File: src/rtl/owdm_div_step.sv
// Three quotient bits of the restoring divider used for wheel rescaling.
module owdm_div_step #(
  parameter int NW = 36,
  parameter int RW = 27,
  parameter int HI = 8
) (
  input  logic [NW-1:0] rem_in,
  input  logic [RW-1:0] divisor,
  input  logic [8:0]    quo_in,
  output logic [NW-1:0] rem_out,
  output logic [8:0]    quo_out
);

  logic [NW-1:0] r;
  logic [NW-1:0] t;
  logic [8:0]    q;

  always_comb begin
    r = rem_in;
    q = quo_in;
    for (int i = 0; i < 3; i++) begin
      t = NW'(divisor) << (HI - i);
      if (r >= t) begin
        r = r - t;
        q[HI-i] = 1'b1;
      end
    end
    rem_out = r;
    quo_out = q;
  end

endmodule

File: config.mk
export PLATFORM = sky130hd
export DESIGN_NAME = owdm_div_step
export DESIGN_NICKNAME = d
export VERILOG_FILES = /design/src/rtl/owdm_div_step.sv
export SDC_FILE = /design/constraint.sdc
export NUM_CORES = 1
export LEC_CHECK = 0
export ABC_AREA = 1
export BUFFER_PORTS_ARGS = -buffer_cell sky130_fd_sc_hd__buf_2
export CAP_MARGIN = 40
export CORE_UTILIZATION = 40
export DETAILED_ROUTE_END_ITERATION = 16
export GPL_ROUTABILITY_DRIVEN = 0
export RECOVER_POWER = 50
export SLEW_MARGIN = 20
export SYNTH_ARGS = -nofsm -noshare
export SYNTH_HDL_FRONTEND = slang
export SYNTH_SLANG_ARGS = --single-unit
File: constraint.sdc
create_clock -name vclk -period 8.65
set_input_delay 1.2975 -clock vclk [all_inputs]
set_output_delay 1.2975 -clock vclk [all_outputs]
set_load 0.1 [all_outputs]
==> impl_metrics.yaml, run 1 <==
floorplanning:
  die-area_um2: 16540
  die_w_um: 128.6
  start_util_pct: 41.57
  coreArea_um2: 15430
  num_rows: 45
  num_io_pins: 117
  die_h_um: 128.6
routing:
  drc: 0
  postRouteAntennaNets: 0
  drt_iter0_drc: 675
  wire_per_inst_um: 15.68
  routed-wl-met2_um: 11610
  finalWirelength_um: 25050
  top_layer: "met4"
  first_pass_iters: 6
  wl_met3_um: 1568
  wl_met1_um: 11280
  vias: 8456
  routed_via_density: 5.295
final_layout:
  area_delta_synth_final_pct: 53.05
  final_util_pct: 63.62
  fin_nets: 1544
  drive_above_1_share_pct: 33.62
  clock_buffers: 0
  seq_area_um2: 0
  seq_cells: 0
  n_antenna_cell: 0
timing:
  finalSetupViolCount: 0
  slew-limit-headroom_pct: 22.60
  slew_viol_final: 0
  worst_pin_slew_ns: 1.166
  hold_viol: 0
  setup_tns_ns: 0
  fmax_mhz: 118.4
  period_share_pct: 97.64
  finalCriticalPeriod_ns: 8.446
global_routing:
  grt_antenna_before_repair: 0
  grt_pass1_vias: 7354
  grt.overflow.total: 0
  grtUsageTotal_pct: 26.62
  grt_max_degree: 33
  grt_pass1_wl_um: 35560
yosys:
  synth_area_um2: 6412
  syn_area_per_cell_um2: 5.499
  synth.top_cell.area_share_pct: 20.31
  yosys_warnings: 0
  synth_nets: 1322
  synth.top_cells.by_count: "347 x nand2_1, 171 x inv_1, 91 x nor2_1"
  synth_top_area_cell: "nand2_1"
  synth.distinct_cells: 41
  synthTopCellsByArea: "nand2_1 20%, ha_1 16%, inv_1 10%"
  synthCells: 1166
  yosysSeqAreaShare_pct: 0
  synth.most_common_cell: "nand2_1"
min_path:
  hold_path.class: "in -> out"
  min_from: "quo_in[2]"
setup_path:
  endpoint_kind: "primary output"
  critPathRequiredTime_ns: 7.35
  cp_max_fo: 16
  cp.arrival_ns: 7.15
  startpoint_type: "input port"
  crit_start: "rem_in[8]"
  path_class: "in -> out"
  path_common_cell: "nand2_1"
  slowest_stage: "fa_2"
  slowest_delay_ns: 0.41
outcome:
  outcome: "finished clean"
run:
  drv_cap: 0
placed_design:
  dp_hpwl_um: 19470
  port_buffers: 105
## through the flow
stage	setup WS, ns	area, µm²	hold slack (ns)	instances
3_3_place_gp	-0.1045	8417	2.596	1575
5_1_grt	-0.1269	9814	2.595	1597
4_1_cts	0.02787	8469	2.596	1576
3_5_place_dp	-0.2226	8417	2.596	1575
2_1_floorplan	-0.6097	6412	2.807	1166
6_report	0.2039	9814	2.595	1597
## path summary, 6_finish.rpt
kind	to	slack, ns	depth (start not counted)
max	rem_out[12]	0.20	51
min	quo_out[2]	2.60	0
## critical path: cells and delay by family
family                   cells  cell delay (ns)
buffers and inverters       14             1.46
AND/OR/NAND/NOR             28             2.63
adder cells (fa/ha/maj)      4             1.08
AO/OA/AOI/OAI                5             0.62
## routing by layer
| layer | vias up | GRT usage (%) |
|---|---|---|
| met4 | 0 | 6.298 |
| met2 | 361 | 43.47 |
| li1 | 4234 | - |
| met1 | 3804 | 38.17 |
| met3 | 57 | 1.289 |
| met5 | - | 0 |
## placed cells by master (no fill, tap or decap), types with 7 or more instances in the layout
cell / count
o21bai_1: 17
a21oi_2: 27
inv_1: 154
nand2_2: 35
clkbuf_1: 8
nor3_1: 8
buf_2: 66
ha_4: 39
or2_2: 7
nand3_1: 60
buf_4: 129
clkbuf_16: 7
o21ai_1: 17
o21ai_4: 7
nand3_2: 10
nor2_1: 81
inv_2: 14
o21bai_2: 22
nor2_2: 9
nand2_1: 317
buf_12: 36
xor2_1: 29
ha_1: 40
nand4_1: 12
a21oi_1: 57
xnor2_1: 40
o21ai_2: 18
o21ai_0: 41
a21o_1: 12
## final cells by class
cell class / instances / area [µm²]
tap: 211 / 264.0
multi-input combinational: 959 / 6566
fill: 1436 / 5613
inverter: 175 / 681.9
timing repair inverter: 1 / 8.758
timing repair buffer: 251 / 2293
## logic make-up after synthesis
family | share of synthesized area (%)
AOI/OAI and AO/OA | 22.48
xor gates and xnor gates | 9.561
adders and majority gates | 16.74
buffers and inverters | 13.78
and+or+nand+nor | 37.44
## what timing repair did
| item | 4_1_cts | 5_1_grt |
|---|---|---|
| hold endpoints to repair | 0 | 0 |
| gates cloned | 1 | 10 |
| resized for setup | 8 | 243 |
| hold buffers | 0 | 0 |
| setup buffers | 0 | 11 |
| endpoints found under the setup margin | 29 | 31 |
| pin swaps | 0 | 37 |
Power of run 1 is not shown: default switching activity piles up to over one toggle a cycle in this logic, so the estimate is an artifact.
==> inputs of run 2 (changes only) <==
Settings changed: CAP_MARGIN 40 to 15.
Clock period 8.65 ns to 8.9 ns, I/O delays scaled along.
==> impl_metrics.yaml, run 2 (same netlist as run 1, synthesis figures left out) <==
timing:
  worst_hold_slack_ns: 2.670
  fmax_mhz: 113.5
  finalCriticalPeriod_ns: 8.811
  period_share_pct: 99.00
  slew-limit-headroom_pct: 23.01
  slew_viol_final: 0
  finalSetupViolCount: 0
  worst_pin_slew_ns: 1.160
  setup_tns_ns: 0
  grt_setup_unrepaired: "yes"
  hold_viol: 0
final_layout:
  area_delta_synth_final_pct: 36.59
  seq_cells: 0
  fin_nets: 1484
  drive_above_1_share_pct: 26.40
  mostFrequentLayoutCells: "321 x nand2_1, 160 x inv_1, 82 x nor2_1, 73 x buf_2, 73 x buf_4"
  final_util_pct: 56.77
  final_common_cell: "nand2_1"
  design_area_um2: 8758
  seq_area_um2: 0
  n_antenna_cell: 0
  clock_buffers: 0
floorplanning:
  die-area_um2: 16540
  num_rows: 45
  start_util_pct: 41.57
  num_io_pins: 117
  die_h_um: 128.6
  coreArea_um2: 15430
  die_w_um: 128.6
clocking:
  ctsHoldBuffers: 0
min_path:
  hold_path.class: "in -> out"
routing:
  drc: 0
  drt_iter0_drc: 446
  first_pass_iters: 7
  vias: 8077
  wire_per_inst_um: 15.14
  routed_via_density: 5.255
  postRouteAntennaNets: 0
  finalWirelength_um: 23270
placed_design:
  port_buffers: 105
  placed_area_um2: 8014
  dp_hpwl_um: 19040
run:
  drv_cap: 0
global_routing:
  grt_antenna_before_repair: 0
  grt_max_degree: 39
  grtUsageTotal_pct: 25.67
  grt_pass1_vias: 7101
  grt_pass1_wl_um: 34070
  grt.overflow.total: 0
setup_path:
  path_class: "in -> out"
  path_common_cell: "nand2_1"
  path_delay_family: "simple AND/OR/NAND/NOR gates"
  endpoint_kind: "primary output"
  slowest_stage: "ha_1"
  cp_max_fo: 17
  worst-path-buf-inv: 12
  startpoint_type: "input port"
  cp.arrival_ns: 7.48
  critPathRequiredTime_ns: 7.57
  slowest_delay_ns: 0.37
outcome:
  outcome: "finished clean"
## run 2: cell count changes in the layout (fill, tap and decap cells not counted), sizes merged
| cell | previous run | this run |
|---|---|---|
| buf | 235 | 185 |
| clkbuf | 16 | 4 |
| clkinv | 2 | 3 |
| clkinvlp | 0 | 1 |
## run 2: per-layer routing
| layer | share of wire (%) | GRT usage, % | up-vias |
|---|---|---|---|
| met1 | 45 | 36.15 | 3610 |
| met2 | 46 | 43.08 | 302 |
| met3 | 6.4 | 1.040 | 40 |
| li1 | - | - | 4125 |
| met4 | 2.7 | 5.744 | 0 |
| met5 | 0 | 0 | - |
## run 2: final timing paths
check | start | to | cells past startpoint
worst max-delay path | divisor[12] | rem_out[6] | 43
worst min-delay path | quo_in[2] | quo_out[2] | 0
## run 2: cell type report
cell class	instances	area, µm²
Multi-Input combinational cell	959	6053
Inverter	175	685.7
Timing Repair Buffer	189	1729
Tap cell	211	264.0
Fill cell	1556	6669
Timing Repair inverter	3	26.28
## run 2: stage by stage
| stage | setup slack (ns) | std cells |
|---|---|---|
| floorplan | -0.4347 | 1166 |
| CTS | 0.01991 | 1523 |
| detailed placement | -0.2641 | 1523 |
| global placement | -0.2089 | 1523 |
| global route | -0.2030 | 1537 |
| finish | 0.08881 | 1537 |
## run 2: timing repair
item,4_1_cts,5_1_grt
buffers inserted,0,6
cloned,0,8
endpoints found under the setup margin,29,31
pin swaps,0,20
gates resized for setup,5,159
Power of run 2 is left out for the same reason.
