<file path="src/rtl/owdm_pkg.sv">
// Shared types, register indexes and the cosine table function for the omni drive mixer.
package owdm_pkg;

  localparam int ADDR_W = 5;

  localparam logic [2:0] REG_FL_ANGLE = 3'd0;
  localparam logic [2:0] REG_FR_ANGLE = 3'd1;
  localparam logic [2:0] REG_BL_ANGLE = 3'd2;
  localparam logic [2:0] REG_BR_ANGLE = 3'd3;
  localparam logic [2:0] REG_REV_MASK = 3'd4;

  localparam real PI_VAL = 3.14159265358979323846;

  // Drive levels for one H-bridge.
  typedef struct packed {
    logic [7:0] duty;
    logic       in_one;
    logic       in_two;
  } bridge_t;

  // Quarter-wave cosine entry k (0..90 degrees), rounded to nearest, scaled by 2^fb.
  function automatic int qcos(input int k, input int fb);
    real r;
    r = $cos(k * PI_VAL / 180.0) * (2.0 ** fb);
    if (k >= 90) begin
      return 0;
    end
    return int'(r);
  endfunction

endpackage

</file>
<file path="src/rtl/owdm_bridge.sv">
// H-bridge duty and direction pins for one wheel value.
module owdm_bridge #(
  parameter int DUTY_MAX = 255
) (
  input  logic signed [9:0] val,
  input  logic              rev,
  input  logic              brk,
  output owdm_pkg::bridge_t drv
);
  import owdm_pkg::*;

  logic [9:0]  mag;
  logic [31:0] sat;

  always_comb begin
    mag = val[9] ? 10'(-val) : 10'(val);
    sat = ({22'd0, mag} > 32'(DUTY_MAX)) ? 32'(DUTY_MAX) : {22'd0, mag};
    if (val == 10'sd0) begin
      drv.duty   = 8'(32'(DUTY_MAX));
      drv.in_one = ~brk;
      drv.in_two = ~brk;
    end else if (val[9]) begin
      drv.duty   = sat[7:0];
      drv.in_one = ~rev;
      drv.in_two = rev;
    end else begin
      drv.duty   = sat[7:0];
      drv.in_one = rev;
      drv.in_two = ~rev;
    end
  end

endmodule

</file>
<file path="config.mk">
export PLATFORM = sky130hd
export DESIGN_NAME = owdm_bridge
export DESIGN_NICKNAME = d
export VERILOG_FILES = /design/src/rtl/owdm_pkg.sv /design/src/rtl/owdm_bridge.sv
export SDC_FILE = /design/constraint.sdc
export NUM_CORES = 1
export LEC_CHECK = 0
export ABC_CLOCK_PERIOD_IN_PS = 2100
export BUFFER_PORTS_ARGS = -buffer_cell sky130_fd_sc_hd__buf_2
export CAP_MARGIN = 20
export CORE_AREA = 3 3 40 42
export DETAILED_ROUTE_END_ITERATION = 12
export DIE_AREA = 0 0 43 45
export PLACE_DENSITY_LB_ADDON = 0.25
export RECOVER_POWER = 50
export SYNTH_ARGS = -nofsm -noshare
export SYNTH_HDL_FRONTEND = slang
export SYNTH_SLANG_ARGS = --single-unit
export TNS_END_PERCENT = 50
</file>
<file path="constraint.sdc">
create_clock -name vclk -period 2.1
set_input_delay 0.21 -clock vclk [all_inputs]
set_output_delay 0.21 -clock vclk [all_outputs]
set_load 0.03 [all_outputs]
</file>
==> results of run 1 <==
layout make-up:
type	count	area (um2)
multi-input cells	39	295
well taps	15	18.8
repair buffers	33	218
inverters	2	15.0
fillers	141	738
synthesized netlist by cell type, drive strengths merged:
library cell   n
and2           1
and3           1
clkbuf         1
ha             1
inv            2
nand2         10
nand2b         2
nand3          1
nor2           1
nor2b          2
o211ai         1
o21ai          2
o22ai          1
o31ai          2
o41ai          1
or2            1
or3b           1
or4            3
or4b           2
xnor2          1
xor2           5
timing repair:
item	in CTS	in global routing
pin swaps	5	2
resized for setup	13	10
hold endpoints to repair	0	0
setup endpoints to repair	10	9
buffers inserted	1	1
cells by family after synthesis:
logic type	share of synthesized area, %
adders and majority gates	4.63
buffers and inverters	4.17
xor gates and xnor gates	19.4
and+or+nand+nor	54.2
AOI/OAI and AO/OA	17.6
through the flow:
step           hold WS [ns]  utilization (%)
3_5_place_dp          0.817             36.4
4_1_cts               0.821             40.4
3_3_place_gp          0.820             36.4
5_1_grt               0.857             42.6
6_report              0.817             42.6
2_1_floorplan         0.652                -
layout by cell type (no fill, tap or decap):
master                      n
sky130_fd_sc_hd__ha_4       1
sky130_fd_sc_hd__buf_8      1
sky130_fd_sc_hd__or4b_4     1
sky130_fd_sc_hd__buf_6      2
sky130_fd_sc_hd__or4_1      1
sky130_fd_sc_hd__o31ai_1    2
sky130_fd_sc_hd__o211ai_1   1
sky130_fd_sc_hd__o21ai_0    2
sky130_fd_sc_hd__nand3_2    1
sky130_fd_sc_hd__inv_4      1
sky130_fd_sc_hd__and2_1     1
sky130_fd_sc_hd__o22ai_1    1
sky130_fd_sc_hd__or4_4      2
sky130_fd_sc_hd__nand2_2    1
sky130_fd_sc_hd__o41ai_1    1
sky130_fd_sc_hd__and3_4     1
sky130_fd_sc_hd__nand2_1    9
sky130_fd_sc_hd__buf_2     15
sky130_fd_sc_hd__or2_4      1
sky130_fd_sc_hd__xor2_1     5
sky130_fd_sc_hd__xnor2_1    1
sky130_fd_sc_hd__nor2b_1    2
sky130_fd_sc_hd__or3b_4     1
sky130_fd_sc_hd__buf_4     12
sky130_fd_sc_hd__nand2b_1   2
sky130_fd_sc_hd__inv_6      1
sky130_fd_sc_hd__or4b_1     1
sky130_fd_sc_hd__nor2_1     1
sky130_fd_sc_hd__clkbuf_2   3
critical path, cell delays in order:
cell and delay, ns:
sky130_fd_sc_hd__buf_2 0.10, sky130_fd_sc_hd__or4_4 0.54, sky130_fd_sc_hd__or2_4 0.27, sky130_fd_sc_hd__or4b_1 0.46, sky130_fd_sc_hd__and3_4 0.16, sky130_fd_sc_hd__buf_6 0.13
where the power goes:
group          internal, uW  leakage [uW]  switching (uW)
combinational          58.7      0.000258            77.2
clock                     0             0               0
sequential                0             0               0
final timing paths:
kind / end / slack, ns / startpoint
hold / removal: drv[9] / 0.82 / val[7]
setup / recovery: drv[0] / 0.01 / val[5]
metal layers:
| layer | vias to the layer above | part of all wire, % |
|---|---|---|
| met1 | 185 | 41 |
| li1 | 216 | - |
| met4 | 0 | 0 |
| met5 | - | 0 |
| met2 | 15 | 52 |
| met3 | 0 | 7.1 |
==> results.md, run 1 <==
* Type of destination of the critical path: output pin
* Area of the mapped netlist at 270 um2
* Synthesis-to-finish area growth at 102%
* Final std cells w/o fill at 89
* Drt total wl at 917 um
* Area of the core at 0.00128 mm2
* Most congested layer reported by global routing: met2
* Data arrival time of the worst path at 1.88 ns
* Met1 routing resource usage after global routing at 11.0%
* Number of slew-limit violations in the final report at 0
* Reg area at 0 um2
* DP Wirelength at 675 um
* Worst hold path cell count at 4
* Req. time, crit path at 1.89 ns
* Overall power of the completed layout at 136 uW
* Largest net degree at the start of global routing at 16
* Post-placement cell area at 468 um2
* Die area at 0.00194 mm2
* Via count at 416
* Total number of nets in the final design at 89
* Hold buffers post-CTS at 0
* Number of top-level pins at 22
* Run status: completed
* Die outline width at 43 um
* Core Rows at 13
* Setup TNS after final layout at 0 ns
* Transition at the pin with the smallest max-transition slack at 0.357 ns
* Net count after synthesis at 55
* Setup slack after placement at -0.250 ns
* Class of the most critical hold timing path: input pin to output pin
* Most area-hungry cell type in the Yosys netlist: sky130_fd_sc_hd__xor2_1
* Final global-route overflow total at 0
* Drt drc at 0
* Post-route setup slack at 0.0133 ns
* Number of global-route vias before repair at 323
* Total instance count after detailed placement at 87
* Average size of a mapped cell at 6.43 um2
* Final Hold Violating Endpoints at 0
* PD cells at 248 mW/mm2
* Antenna violations before repair at 0
* Average vias per placed instance at 4.67
* LEAKAGE at 0.000258 uW
* Post-DR wirelength/cell at 10.3 um
* Synthesized instance count at 42
* Max-cap check violation count at 0
* Placer congestion estimate at 0.680
* Clock Buffer Count at 0
* Tmin final at 2.09 ns
* Maximum VDD drop at 0.0996 mV
* Maximum clock rate at 479 MHz
* Top fanout value on the critical path at 3
* Post-synthesis sequential area ratio at 0%
* Classification of the worst setup path: input pin to output pin
* Ant diodes at 0
* Final critical-path share of the clock period at 99.4%
* Number of distinct library cells after synthesis at 23
* Count of TritonRoute iterations in the first routing pass at 3
* First-pass GRT wire length at 1250 um
* Number of nets with antenna violations after detailed routing at 0
* Count of final setup violators at 0
* Number of buffers added on ports at 22
* RSZ-0062 raised after global routing: true
* Overall Global Routing Usage at 7.63%
* Category of the worst setup path launch point: input pin
* Overall die height at 45 um
* GRT met2 Usage at 13.8%
* Design Area, Final at 547 um2
* Layout cell share with drive strength beyond 1 at 59.5%
* Top-area cell type share of the netlist area at 16.2%
* Slew HR at 75.9%
* Yosys warnings at 0
* Top cells by area in the synthesized netlist: sky130_fd_sc_hd__xor2_1 16%, sky130_fd_sc_hd__nand2_1 14%, sky130_fd_sc_hd__or4b_1 7.4%
* GR Layer Usage met3 at 0%
* Initial core utilization at 21.0%
* Number of sequential cells at 0
* DRC marker count from the first detailed-route iteration at 4
(Power assumes the default switching activity.)
==> inputs of run 2 (changes only) <==
- ABC_AREA: not set -> 1
==> results.md, run 2 <==
* Post-route setup slack at 0.383 ns (+0.370 ns)
* Reg area at 0 um2 (unchanged)
* Type of destination of the critical path: output pin
* Clock Buffer Count at 0 (unchanged)
* Number of global-route vias before repair at 350 (+8.4%)
* Overall power of the completed layout at 120 uW (-12%)
* Maximum clock rate at 582 MHz (+22%)
* Top-area cell type share of the netlist area at 23.0% (+6.8 points)
* Count of final setup violators at 0 (unchanged)
* Post-synthesis sequential area ratio at 0% (unchanged)
* Overall Global Routing Usage at 8.79% (+1.2 points)
* Top cells by count, synth: 23 x sky130_fd_sc_hd__nand2_1, 20 x sky130_fd_sc_hd__nor2_1, 6 x sky130_fd_sc_hd__inv_1
* Slew HR at 76.0% (about the same)
* Post-DR wirelength/cell at 8.46 um (-18%)
* Initial core utilization at 29.2% (+8.2 points)
* Post-placement cell area at 497 um2 (+6.1%)
* Maximum VDD drop at 0.0776 mV (-22%)
* Via count at 508 (+22%)
* Number of slew-limit violations in the final report at 0 (unchanged)
* Drt drc at 0 (unchanged)
* Synthesis-to-finish area growth at 30.7%
* Number of buffers added on ports at 22 (unchanged)
* Setup TNS after final layout at 0 ns (unchanged)
* Class of the most critical hold timing path: input pin to output pin
* Post-CTS Resized at 0 (-13)
* Worst setup path endpoint: drv[7]
* DRC marker count from the first detailed-route iteration at 5 (+1)
* Req. time, crit path at 1.89 ns (about the same)
* Number of sequential cells at 0 (unchanged)
* Synthesized instance count at 78 (+86%)
* Routed metal-1 wirelength at 459 um (+21%)
* Number of nets with antenna violations after detailed routing at 0 (unchanged)
* Die outline width at 43 um (unchanged)
* Hold buffers post-CTS at 0 (unchanged)
* Placer congestion estimate at 0.795 (+17%)
* Top fanout value on the critical path at 8 (+5)
* Number of top-level pins at 22 (unchanged)
* Final Hold Violating Endpoints at 0 (unchanged)
* Design Area, Final at 490 um2 (-10%)
* Yosys warnings at 0 (unchanged)
* Setup slack after placement at 0.551 ns (+0.801 ns)
* Most repeated cell in the gate-level netlist after synthesis: sky130_fd_sc_hd__nand2_1
* Layout cell share with drive strength beyond 1 at 28.3% (-31 points)
* Count of TritonRoute iterations in the first routing pass at 4 (+1)
* Largest net degree at the start of global routing at 14 (-2)
* Ant diodes at 0 (unchanged)
* Net count after synthesis at 91 (+65%)
* Core Rows at 13 (unchanged)
* PD cells at 244 mW/mm2 (-1.8%)
* Tmin final at 1.72 ns (-0.370 ns)
* Setup crit start: val[0]
* First-pass GRT wire length at 1420 um (+14%)
* DP Wirelength at 831 um (+23%)
* Top cells by area in the synthesized netlist: sky130_fd_sc_hd__nand2_1 23%, sky130_fd_sc_hd__nor2_1 20%, sky130_fd_sc_hd__nand2_2 6.7%
* Max-cap check violation count at 0 (unchanged)
* Overall die height at 45 um (unchanged)
* Average vias per placed instance at 4.46 (-4.7%)
* Average size of a mapped cell at 4.81 um2 (-25%)
* Area of the mapped netlist at 375 um2 (+39%)
* Final global-route overflow total at 0 (unchanged)
* Most area-hungry cell type in the Yosys netlist: sky130_fd_sc_hd__nand2_1
* Post-CTS setup buffer count at 0 (-1)
* LEAKAGE at 0.000282 uW (+9.4%)
* Run status: completed
* RSZ-0062 raised after global routing: false
* Die area at 0.00194 mm2 (unchanged)
* Area of the core at 0.00128 mm2 (unchanged)
* Most common library cell in the layout ignoring fill and taps: sky130_fd_sc_hd__nand2_1
* Total number of nets in the final design at 114 (+28%)
* Classification of the worst setup path: input pin to output pin
* Met2 wire len at 429 um (-9.3%)
* Fin util at 38.2% (-4.4 points)
* Number of distinct library cells after synthesis at 19 (-17%)
* Antenna violations before repair at 0 (unchanged)
* Met3 Wirelength at 74 um (+14%)
* Data arrival time of the worst path at 1.51 ns (-0.37 ns)
* Transition at the pin with the smallest max-transition slack at 0.362 ns (+0.00539 ns)
* Final critical-path share of the clock period at 81.8% (-18 points)
* Highest Signal Layer: met3
* Category of the worst setup path launch point: input pin
* Drt total wl at 964 um (+5.1%)
* Highest-count cells in the layout ignoring fill and taps: 24 x sky130_fd_sc_hd__nand2_1, 20 x sky130_fd_sc_hd__nor2_1, 19 x sky130_fd_sc_hd__buf_2
## run 2: cell types whose count changed in the layout (fill, tap and decap cells not counted), moves of 4 or more
cell and change:
sky130_fd_sc_hd__inv_1 +6, sky130_fd_sc_hd__a21oi_1 +4, sky130_fd_sc_hd__buf_4 -12, sky130_fd_sc_hd__xor2_1 -4
sky130_fd_sc_hd__nand2_1 +15, sky130_fd_sc_hd__buf_2 +4, sky130_fd_sc_hd__nand3_1 +5, sky130_fd_sc_hd__nor2_1 +19
## run 2: worst max-delay path, cell delays in order
cell	delay [ns]
sky130_fd_sc_hd__buf_2	0.10
sky130_fd_sc_hd__inv_1	0.08
sky130_fd_sc_hd__ha_1	0.18
sky130_fd_sc_hd__nand2_2	0.10
sky130_fd_sc_hd__nor2_4	0.14
sky130_fd_sc_hd__nor2_1	0.05
sky130_fd_sc_hd__nand2_1	0.05
sky130_fd_sc_hd__nand2_1	0.17
sky130_fd_sc_hd__nand2_1	0.11
sky130_fd_sc_hd__clkbuf_1	0.31
## run 2: worst min path at each step
stage,from,to,slack [ns],depth (start not counted)
floorplan,val[0],drv[2],0.66,2
global placement,brk,drv[0],0.75,3
detailed placement,brk,drv[0],0.76,3
CTS,brk,drv[0],0.76,3
global route,brk,drv[0],0.82,3
finish,brk,drv[0],0.79,3
## run 2: kinds of logic after synthesis
| family | count (synthesis) | share of synthesized area [%] |
|---|---|---|
| buffers and inverters | 9 | 11.3 |
| XOR/XNOR | 1 | 2.33 |
| AND/OR/NAND/NOR | 59 | 71.3 |
| adder cells (fa/ha/maj) | 1 | 3.33 |
| AO/OA/AOI/OAI | 8 | 11.7 |
## run 2: routing by layer
layer / global-route usage (%) / vias to the layer above
met2: 14.4 / 14
met1: 13.1 / 209
li1: - / 285
met4: 0 / 0
met5: 0 / -
met3: 1.20 / 0
## run 2: layout make-up
type	instances	area [um2]
inverters	8	35.0
fillers	151	795
multi-input cells	69	330
well taps	15	18.8
repair buffers	22	106
## run 2: report_power, final
| group | total (uW) | internal, uW | switching [uW] |
|---|---|---|---|
| combinational | 120 | 39.1 | 80.6 |
| clock | 0 | 0 | 0 |
| sequential | 0 | 0 | 0 |
| total | 120 | 39.1 | 80.6 |
## run 2: through the flow
| step | std cells | hold slack [ns] |
|---|---|---|
| after floorplan | 78 | 0.659 |
| after global placement | 114 | 0.754 |
| after detailed placement | 114 | 0.758 |
| after CTS | 114 | 0.761 |
| after global routing | 114 | 0.817 |
| final | 114 | 0.793 |
