==> config.mk <==
export PLATFORM = sky130hd
export DESIGN_NAME = owdm_cos_lut
export DESIGN_NICKNAME = d
export VERILOG_FILES = /design/src/rtl/owdm_pkg.sv /design/src/rtl/owdm_cos_lut.sv
export SDC_FILE = /design/constraint.sdc
export NUM_CORES = 1
export LEC_CHECK = 0
export ABC_AREA = 1
export BUFFER_PORTS_ARGS = -buffer_cell sky130_fd_sc_hd__buf_2
export CORE_MARGIN = 2
export CORE_UTILIZATION = 47
export DETAILED_ROUTE_END_ITERATION = 8
export PLACE_DENSITY = 0.67
export SLEW_MARGIN = 20
export SYNTH_ARGS = -nofsm -noshare
export SYNTH_HDL_FRONTEND = slang
export SYNTH_SLANG_ARGS = --single-unit
==> constraint.sdc <==
create_clock -name vclk -period 3.3
set_input_delay 0.33 -clock vclk [all_inputs]
set_output_delay 0.33 -clock vclk [all_outputs]
set_load 0.1 [all_outputs]
==> src/rtl/owdm_pkg.sv <==
// Shared types, register indexes and the cosine table function for the omni drive mixer.
package owdm_pkg;

  localparam int ADDR_W = 5;

  localparam logic [2:0] REG_FL_ANGLE = 3'd0;
  localparam logic [2:0] REG_FR_ANGLE = 3'd1;
  localparam logic [2:0] REG_BL_ANGLE = 3'd2;
  localparam logic [2:0] REG_BR_ANGLE = 3'd3;
  localparam logic [2:0] REG_REV_MASK = 3'd4;

  localparam real PI_VAL = 3.14159265358979323846;

  // Drive levels for one H-bridge.
  typedef struct packed {
    logic [7:0] duty;
    logic       in_one;
    logic       in_two;
  } bridge_t;

  // Quarter-wave cosine entry k (0..90 degrees), rounded to nearest, scaled by 2^fb.
  function automatic int qcos(input int k, input int fb);
    real r;
    r = $cos(k * PI_VAL / 180.0) * (2.0 ** fb);
    if (k >= 90) begin
      return 0;
    end
    return int'(r);
  endfunction

endpackage

==> src/rtl/owdm_cos_lut.sv <==
// Whole-degree cosine lookup built from a quarter-wave constant table.
module owdm_cos_lut #(
  parameter int FRAC_BITS = 15
) (
  input  logic [8:0]               deg,
  output logic signed [FRAC_BITS+1:0] cos_val
);
  import owdm_pkg::*;

  localparam int CW = FRAC_BITS + 2;

  logic signed [CW-1:0] qrom [0:90];
  logic [8:0]           idx9;
  logic                 neg;
  logic signed [CW-1:0] mag;

  for (genvar g = 0; g <= 90; g++) begin : g_rom
    assign qrom[g] = CW'(qcos(g, FRAC_BITS));
  end

  always_comb begin
    priority if (deg <= 9'd90) begin
      idx9 = deg;
      neg  = 1'b0;
    end else if (deg <= 9'd180) begin
      idx9 = 9'd180 - deg;
      neg  = 1'b1;
    end else if (deg <= 9'd270) begin
      idx9 = deg - 9'd180;
      neg  = 1'b1;
    end else begin
      idx9 = 9'd360 - deg;
      neg  = 1'b0;
    end
    mag     = qrom[idx9[6:0]];
    cos_val = neg ? -mag : mag;
  end

endmodule

==> flow_summary.toml, run 1 <==
[outcome]
status = "stopped before the end"
stop_stage = "global routing (5_1_grt)"
error = "[ERROR GRT-0232] Routing congestion too high. Check the congestion heatmap in the GUI."

[global_route]
grt_overflow = 9
grt_max_degree = 30
grt_use_total_pct = 75.7

[yosys]
yosys.area.top_type = "nand2_1"
seq_area_frac_synth_pct = 0
synth_cell_types = 33
yosys-top-cells-area = "nand2_1 (29%), nand3_1 (19%), ha_1 (9.5%)"
yosys_warnings = 0
synth_cells = 668
syn_area_mm2 = 0.00330
synthDominantCellAreaShare_pct = 28.9
syn-num-nets = 702
synth_area_per_cell_um2 = 4.94

[timing]
worst_endpoint = "cos_val[12]"
worst_endpoint_kind = "output port"

[die]
die_x_um = 87.8
die-height_um = 87.8
io_pins = 26
rows = 30
initial_core_util_pct = 48.6

[placed_design]
gp_routability_congestion = 1.10
numPortBuffers = 26
dp_hpwl_um = 11800

[clock_network]
ctsHoldBuffers = 0
==> per-layer routing <==
layer / overflow / GRT usage, %
met1: 0 / 77.4
met2: 5 / 90.8
met3: 0 / 60.3
met4: 4 / 75.2
met5: 0 / 23.4
==> per-stage QoR <==
step                hold WS, ns  std cells  cell area (um^2)  setup WS, ns
CTS                        1.74        932              5780        -0.234
detailed placement         1.72        913              5100        -0.539
global placement           1.69        913              5100        -0.444
floorplan                  1.31        668              3650        -0.317
==> synthesized netlist by cell type, drive strengths merged, types with 4 or more instances <==
cell type / count
nand2: 273
nand3: 129
nor2: 74
inv: 63
buf: 30
ha: 25
o21ai: 25
a21oi: 20
xor2: 8
nand4: 5
o211ai: 5
nand3b: 4
==> cell families after synthesis <==
| group | share of synthesized area [%] |
|---|---|
| AND/OR/NAND/NOR | 65.1 |
| buffers and inverters | 13.8 |
| AO/OA/AOI/OAI | 9.09 |
| adder cells (fa/ha/maj) | 9.47 |
| XOR/XNOR | 2.61 |
==> repair_timing <==
action,in CTS
setup endpoints to repair,16
gates cloned,2
gates resized for setup,141
buffers inserted,17
pin swaps,66
==> run 2: changes to the inputs <==
--- a/config.mk
+++ b/config.mk
@@ -8,9 +8,9 @@
 export ABC_AREA = 1
 export BUFFER_PORTS_ARGS = -buffer_cell sky130_fd_sc_hd__buf_2
 export CORE_MARGIN = 2
-export CORE_UTILIZATION = 47
+export CORE_UTILIZATION = 32
 export DETAILED_ROUTE_END_ITERATION = 8
-export PLACE_DENSITY = 0.67
+export PLACE_DENSITY_LB_ADDON = 0.15
 export SLEW_MARGIN = 20
 export SYNTH_ARGS = -nofsm -noshare
 export SYNTH_HDL_FRONTEND = slang
==> constraint.sdc (replaced) <==
create_clock -name vclk -period 4.3
set_input_delay 0.43 -clock vclk [all_inputs]
set_output_delay 0.43 -clock vclk [all_outputs]
set_load 0.1 [all_outputs]
==> run 2 against run 1 <==
  * The run now ends clean
  * Synthesized area did not move
  * Synthesized cell count did not move
==> flow_summary.toml, run 2 <==
[outcome]
status = "completed"

[timing]
tightestPinTransition_ns = 0.479
fin_crit_sh_pct = 93.2
layout_min_cycle_time_ns = 4.01
rsz0062_at_grt = "false"
setup_violations = 0
slew_viol_final = 0
hold_viol = 0
slew_headroom_pct = 67.7
fmax_mhz = 250

[finish]
layout_common_cells = "nand2_1 (250), nand3_1 (118), nor2_1 (59), inv_1 (45)"
final_area_mm2 = 0.00404
drive_gt1_share_pct = 19.8
fill_cells = 1175
final_common_cell = "nand2_1"
final_cell_count_no_fill = 827
syn_to_final_growth_pct = 22.3
fin_nets = 727
num_antenna_cells = 0
nClkBuffers = 0
seqCellArea_um2 = 0
seq_cell_count = 0

[yosys]
yosys-top-cells-count = "nand2_1 (254), nand3_1 (124), nor2_1 (65)"
yosys.area.top_type = "nand2_1"
synth_area_per_cell_um2 = 4.94
yosys_warnings = 0
synthDominantCellAreaShare_pct = 28.9
synth_cell_types = 33
syn_area_mm2 = 0.00330
syn-num-nets = 702
yosys-top-cells-area = "nand2_1 (29%), nand3_1 (19%), ha_1 (9.5%)"
synth_cells = 668
seq_area_frac_synth_pct = 0
synth_most_common_cell = "nand2_1"

[routing]
antenna_left = 0
drtIter0Drc = 467
drtPass1Iterations = 7
vias = 4420
avgRoutedWirePerCell_um = 16.4
finalWirelength_um = 13600
drc = 0
vias_per_cell = 5.34

[die]
core_area_mm2 = 0.0102
io_pins = 26
dieArea_mm2 = 0.0111
initial_core_util_pct = 32.4
die_x_um = 106
die-height_um = 106
rows = 37

[worst_setup_path]
cp-end-kind = "output pin"
worstSetupStartpointType = "input pin"
cpMostUsedCell = "nand2_1"
cp.arrival_ns = 3.58
path_class = "in -> out"
cp.required_ns = 3.87
max_stage_delay_ns = 0.22
slowest_stage = "ha_1"
path_max_fanout = 16

[global_route]
grt_use_total_pct = 24.7
grt_max_degree = 49
antenna_found_initial = 0
first_global_vias = 4291
grt_overflow = 0
grt_pass1_wl_um = 22400

[placed_design]
numPortBuffers = 26
placed_area_mm2 = 0.00391
gp_routability_congestion = 1.00
dp_hpwl_um = 10700
dp.cells = 826

[min_path]
min_from = "deg[6]"
hold_depth = 9
hold_path_class = "in -> out"
min_to = "cos_val[9]"

[run]
max_cap_violations = 0

[power]
power_mw = 1.79
p_per_area_mw_per_mm2 = 442
p_leak_nw = 2.17
ir_drop_mv = 0.264

[clock_network]
ctsHoldBuffers = 0
run 2: cell counts after synthesis:
No cell type changed its count.
run 2: cell families (layout without fill, tap and decap cells):
logic type / after synthesis / count (layout) / share of synthesized area (%)
compound gates: 52 / 52 / 9.09
xor+xnor: 9 / 9 / 2.61
fa+ha+maj: 25 / 25 / 9.47
buf+inv: 94 / 117 / 13.8
simple gates: 488 / 488 / 65.1
run 2: worst max path at each step:
| stage | start | to | slack (ns) | depth (start not counted) |
|---|---|---|---|---|
| 2_1_floorplan | deg[2] | cos_val[1] | -0.01 | 20 |
| 3_3_place_gp | deg[3] | cos_val[15] | 0.1 | 25 |
| 3_5_place_dp | deg[3] | cos_val[14] | 0.11 | 26 |
| 4_1_cts | deg[3] | cos_val[14] | 0.1 | 26 |
| 5_1_grt | deg[2] | cos_val[14] | 0.01 | 29 |
| 6_report | deg[2] | cos_val[14] | 0.29 | 30 |
run 2: layout make-up:
| class | instances | area, um^2 | area share (%) |
|---|---|---|---|
| timing repair buffer | 53 | 646 | 16.0 |
| tap | 136 | 170 | 4.21 |
| inverter | 64 | 248 | 6.13 |
| multi-input combinational | 574 | 2980 | 73.7 |
run 2: timing repair:
| action | CTS | global route |
|---|---|---|
| setup buffers | 0 | 1 |
| setup endpoints to repair | 0 | 14 |
| gates resized for setup | 0 | 38 |
run 2: where the power goes:
part | total [mW] | switching, mW | internal [mW]
clock network | 0 | 0 | 0
logic | 1.79 | 1.22 | 0.571
registers | 0 | 0 | 0
run 2: per-stage QoR:
| stage | setup TNS [ns] | setup slack (ns) | hold WS (ns) | utilization, % |
|---|---|---|---|---|
| 2_1_floorplan | -0.0160 | -0.0107 | 1.53 | - |
| 3_3_place_gp | 0 | 0.0983 | 1.78 | 38.3 |
| 3_5_place_dp | 0 | 0.106 | 1.80 | 38.3 |
| 4_1_cts | 0 | 0.0988 | 1.81 | 38.3 |
| 5_1_grt | 0 | 0.0139 | 1.89 | 39.7 |
| 6_report | 0 | 0.294 | 1.79 | 39.7 |
run 2: worst max-delay path: cells and delay by family:
kind	cells	cell delay, ns
buffers and inverters	9	1.01
and+or+nand+nor	17	1.52
adders and majority gates	2	0.41
AOI/OAI and AO/OA	2	0.17
run 2: metal layers:
layer / global-route usage [%] / part of all wire [%]
met2: 41.6 / 46
met4: 10.8 / 5.5
met5: 0 / 0
met3: 2.78 / 7.2
met1: 31.7 / 41
Power figures use the tool's default switching activity.
==> run 3: changes to the inputs <==
--- a/config.mk
+++ b/config.mk
@@ -6,10 +6,11 @@
 export NUM_CORES = 1
 export LEC_CHECK = 0
 export ABC_AREA = 1
-export BUFFER_PORTS_ARGS = -buffer_cell sky130_fd_sc_hd__buf_2
+export CORE_ASPECT_RATIO = 0.6
 export CORE_MARGIN = 2
 export CORE_UTILIZATION = 32
 export DETAILED_ROUTE_END_ITERATION = 8
+export DONT_BUFFER_PORTS = 1
 export PLACE_DENSITY_LB_ADDON = 0.15
 export SLEW_MARGIN = 20
 export SYNTH_ARGS = -nofsm -noshare
==> run 3 against run 2 <==
  * Critical path depth fell by 2
  * Combinational power rose by 4%
  * Global-route usage rose by 3.8 points
  * Highest routed layer is now met5
==> flow_summary.toml, run 3 (synthesized netlist as in run 2, its figures left out) <==
[outcome]
status = "completed"

[worst_setup_path]
path_max_fanout = 11
path_class = "in -> out"
slowest_stage = "buf_4"
cp.required_ns = 3.87
cpMostUsedCell = "nand2_1"
max_stage_delay_ns = 0.26
cp-end-kind = "output pin"
cp.arrival_ns = 3.62
worstSetupStartpointType = "input pin"

[finish]
fill_cells = 1172
final_cell_count_no_fill = 836
drive_gt1_share_pct = 21.7
final_common_cell = "nand2_1"
layout_common_cells = "nand2_1 (244), nand3_1 (116), nor2_1 (59), inv_1 (50), buf_4 (41)"
multi_input_area_mm2 = 0.00303
final_area_mm2 = 0.00419
seqCellArea_um2 = 0
num_antenna_cells = 0
fin_util_pct = 42.1
syn_to_final_growth_pct = 26.9
fin_nets = 737
seq_cell_count = 0
nClkBuffers = 0

[power]
power_mw = 1.87
p_per_area_mw_per_mm2 = 447
ir_drop_mv = 0.377
p_leak_nw = 2.23

[min_path]
min_from = "deg[8]"
hold_depth = 7
min_to = "cos_val[1]"
hold_path_class = "in -> out"

[placed_design]
numPortBuffers = 0
dp.cells = 831
gp_routability_congestion = 1.04
dp_hpwl_um = 12600
placed_area_mm2 = 0.00398

[routing]
avgRoutedWirePerCell_um = 18.7
drtPass1Iterations = 6
drc = 0
vias_per_cell = 5.45
antenna_left = 0
finalWirelength_um = 15600
drtIter0Drc = 641
vias = 4555

[timing]
slew_headroom_pct = 56.8
fmax_mhz = 247
layout_min_cycle_time_ns = 4.05
fin_crit_sh_pct = 94.3
tightestPinTransition_ns = 0.646
slew_viol_final = 0
hold_viol = 0
setup_violations = 0

[global_route]
first_global_vias = 4083
grt_overflow = 0
grt_max_degree = 34
grt_pass1_wl_um = 24200
antenna_found_initial = 1
grt_use_total_pct = 28.5

[die]
io_pins = 26
die-height_um = 82.7
initial_core_util_pct = 33.2
core_area_mm2 = 0.00995
rows = 28
die_x_um = 135
dieArea_mm2 = 0.0112

[run]
max_cap_violations = 0

[clock_network]
ctsHoldBuffers = 0
==> run 3: cell types whose count changed in the layout (fill, tap and decap cells not counted), sizes merged <==
cell | before | now
inv | 63 | 61
clkinvlp | 0 | 1
clkbuf | 2 | 0
buf | 51 | 63
clkinv | 1 | 2
==> run 3: where the power goes <==
| part | internal (mW) | switching (mW) |
|---|---|---|
| clock | 0 | 0 |
| combinational | 0.605 | 1.27 |
| sequential | 0 | 0 |
==> run 3: worst max path at each step <==
stage	endpoint	from	cells after the start
floorplan	cos_val[1]	deg[2]	20
global placement	cos_val[14]	deg[6]	25
detailed placement	cos_val[12]	deg[6]	25
CTS	cos_val[14]	deg[2]	27
global route	cos_val[14]	deg[2]	27
finish	cos_val[15]	deg[6]	28
==> run 3: layout make-up <==
type / instances / share of cell area (%)
inverter: 64 / 6.06
multi-input combinational: 574 / 72.4
timing repair buffer: 63 / 17.5
tap: 135 / 4.03
==> run 3: routing by layer <==
metal  GRT usage (%)  up-vias  part of all wire [%]
met4            1.15        2                  0.17
li1                -     2216                     -
met1            45.8     2077                    51
met3            8.49        6                    14
met2            37.3      254                    35
met5               0        -                 0.051
==> run 3: stage by stage <==
stage                     hold slack, ns  TNS, ns  setup WS (ns)
after floorplan                     1.53  -0.0160        -0.0107
after global placement              1.67  -0.0739        -0.0590
after detailed placement            1.65   -0.114        -0.0587
after CTS                           1.65        0         0.0755
after global routing                1.73  -0.0372        -0.0372
final                               1.66        0          0.246
==> run 3: worst max-delay path: cells and delay by family <==
| kind | cells | cell delay, ns |
|---|---|---|
| buffers and inverters | 5 | 0.91 |
| AND/OR/NAND/NOR | 23 | 2.25 |
==> run 3: what timing repair did <==
item / in CTS / in global routing
setup endpoints to repair: 2 / 13
pin swaps: 0 / 12
buffers inserted: 0 / 5
gates resized for setup: 2 / 43
==> run 4: changes to the inputs <==
--- a/config.mk
+++ b/config.mk
@@ -11,7 +11,7 @@
 export CORE_UTILIZATION = 32
 export DETAILED_ROUTE_END_ITERATION = 8
 export DONT_BUFFER_PORTS = 1
-export PLACE_DENSITY_LB_ADDON = 0.15
+export PLACE_DENSITY_LB_ADDON = 0.1
 export SLEW_MARGIN = 20
 export SYNTH_ARGS = -nofsm -noshare
 export SYNTH_HDL_FRONTEND = slang
==> constraint.sdc (replaced) <==
create_clock -name vclk -period 4.3
set_input_delay 0.43 -clock vclk [all_inputs]
set_output_delay 0.43 -clock vclk [all_outputs]
set_load 0.005 [all_outputs]
==> run 4 against run 3 <==
  * Final cell count down 4.1%
  * Total power down 43%
  * Global-route usage down 1.4 points
  * Utilization down 6.7 points
  * Worst hold slack worse by 0.18 ns
  * Worst setup slack better by 0.087 ns
==> flow_summary.toml, run 4 (synthesized netlist as in run 2, its figures left out) <==
[power]
ir_drop_mv = 0.0861
p_per_area_mw_per_mm2 = 301
p_leak_nw = 1.96

[worst_setup_path]
cp-end-kind = "output pin"
path_class = "in -> out"
startpoint = "deg[6]"
cp.arrival_ns = 3.54
cpMostUsedCell = "nand2_1"
cp.required_ns = 3.87
path_max_fanout = 6
max_stage_delay_ns = 0.32
slowest_stage = "ha_1"
worstSetupStartpointType = "input pin"

[finish]
syn_to_final_growth_pct = 6.90
seqCellArea_um2 = 0
seq_cell_count = 0
num_antenna_cells = 0
fin_util_pct = 35.5
fin_nets = 703
drive_gt1_share_pct = 12.4
nClkBuffers = 0
final_area_mm2 = 0.00353
layout_common_cells = "nand2_1 (254), nand3_1 (124), nor2_1 (63), inv_1 (51), buf_4 (26)"
fill_cells = 1179
final_common_cell = "nand2_1"

[die]
io_pins = 26
core_area_mm2 = 0.00995
die-height_um = 82.7
dieArea_mm2 = 0.0112
rows = 28
die_x_um = 135
initial_core_util_pct = 33.2

[global_route]
grt_max_degree = 49
antenna_found_initial = 0
grt_overflow = 0
grt_use_total_pct = 27.2
first_global_vias = 3770
grt_pass1_wl_um = 22800

[placed_design]
placed_area_mm2 = 0.00349
post-place-ws_ns = 0.192
dp_hpwl_um = 12200
numPortBuffers = 0
gp_routability_congestion = 0.988

[timing]
tns_ns = 0
rsz0062_at_grt = "false"
fmax_mhz = 252
setup_violations = 0
worst_slack_ns = 0.333
tightestPinTransition_ns = 0.607
slew_headroom_pct = 59.4
layout_min_cycle_time_ns = 3.97
hold_viol = 0
slew_viol_final = 0
fin_crit_sh_pct = 92.3

[routing]
antenna_left = 0
drtIter0Drc = 651
finalWirelength_um = 15200
drc = 0
drtPass1Iterations = 5
vias = 4451
avgRoutedWirePerCell_um = 18.9
vias_per_cell = 5.55

[clock_network]
ctsHoldBuffers = 0

[run]
max_cap_violations = 0

[min_path]
hold_path_class = "in -> out"
min_from = "deg[8]"

[outcome]
status = "completed"
## run 4: cell types whose count changed in the layout (fill, tap and decap cells not counted), sizes merged
cell	previous run	this run
buf	63	29
inv	61	63
clkinv	2	1
clkinvlp	1	0
## run 4: layout make-up
type,instances,area (um^2),area share (%)
inverters,64,243,6.88
multi-input cells,574,2860,81.1
well taps,135,169,4.79
repair buffers,29,255,7.23
## run 4: report_power, final
group,switching [mW],leakage (nW),internal [mW]
Sequential,0,0,0
Clock,0,0,0
Combinational,0.743,1.96,0.318
Total,0.743,1.96,0.318
## run 4: worst max-delay path, delay by kind of cell
family | cells | cell delay (ns)
and+or+nand+nor | 19 | 2.09
adders and majority gates | 2 | 0.53
buffers and inverters | 3 | 0.26
AOI/OAI and AO/OA | 1 | 0.22
## run 4: timing repair
item / 4_1_cts / 5_1_grt
setup buffers: 0 / 3
gates resized for setup: 0 / 4
setup endpoints to repair: 0 / 9
## run 4: metal layers
layer  global-route usage [%]  up-vias  routed length (um)
li1                         -     2137                   -
met1                     45.3     2046                8020
met2                     33.6      255                5080
met3                     7.14       11                1960
met4                    0.625        2                  48
met5                     3.70        -                  51
## run 4: path summary, 6_finish.rpt
kind	to	slack, ns	depth (start not counted)
worst max-delay path	cos_val[14]	0.33	25
worst min-delay path	cos_val[9]	1.47	6
## run 4: stage by stage
| stage | std cells | total power, mW | hold WS (ns) |
|---|---|---|---|
| after detailed placement | 799 | 1.02 | 1.47 |
| final | 802 | 1.06 | 1.47 |
| after CTS | 799 | 1.02 | 1.47 |
| after global routing | 802 | 1.17 | 1.51 |
| after global placement | 799 | 1.03 | 1.47 |
| after floorplan | 668 | 0.745 | 1.28 |
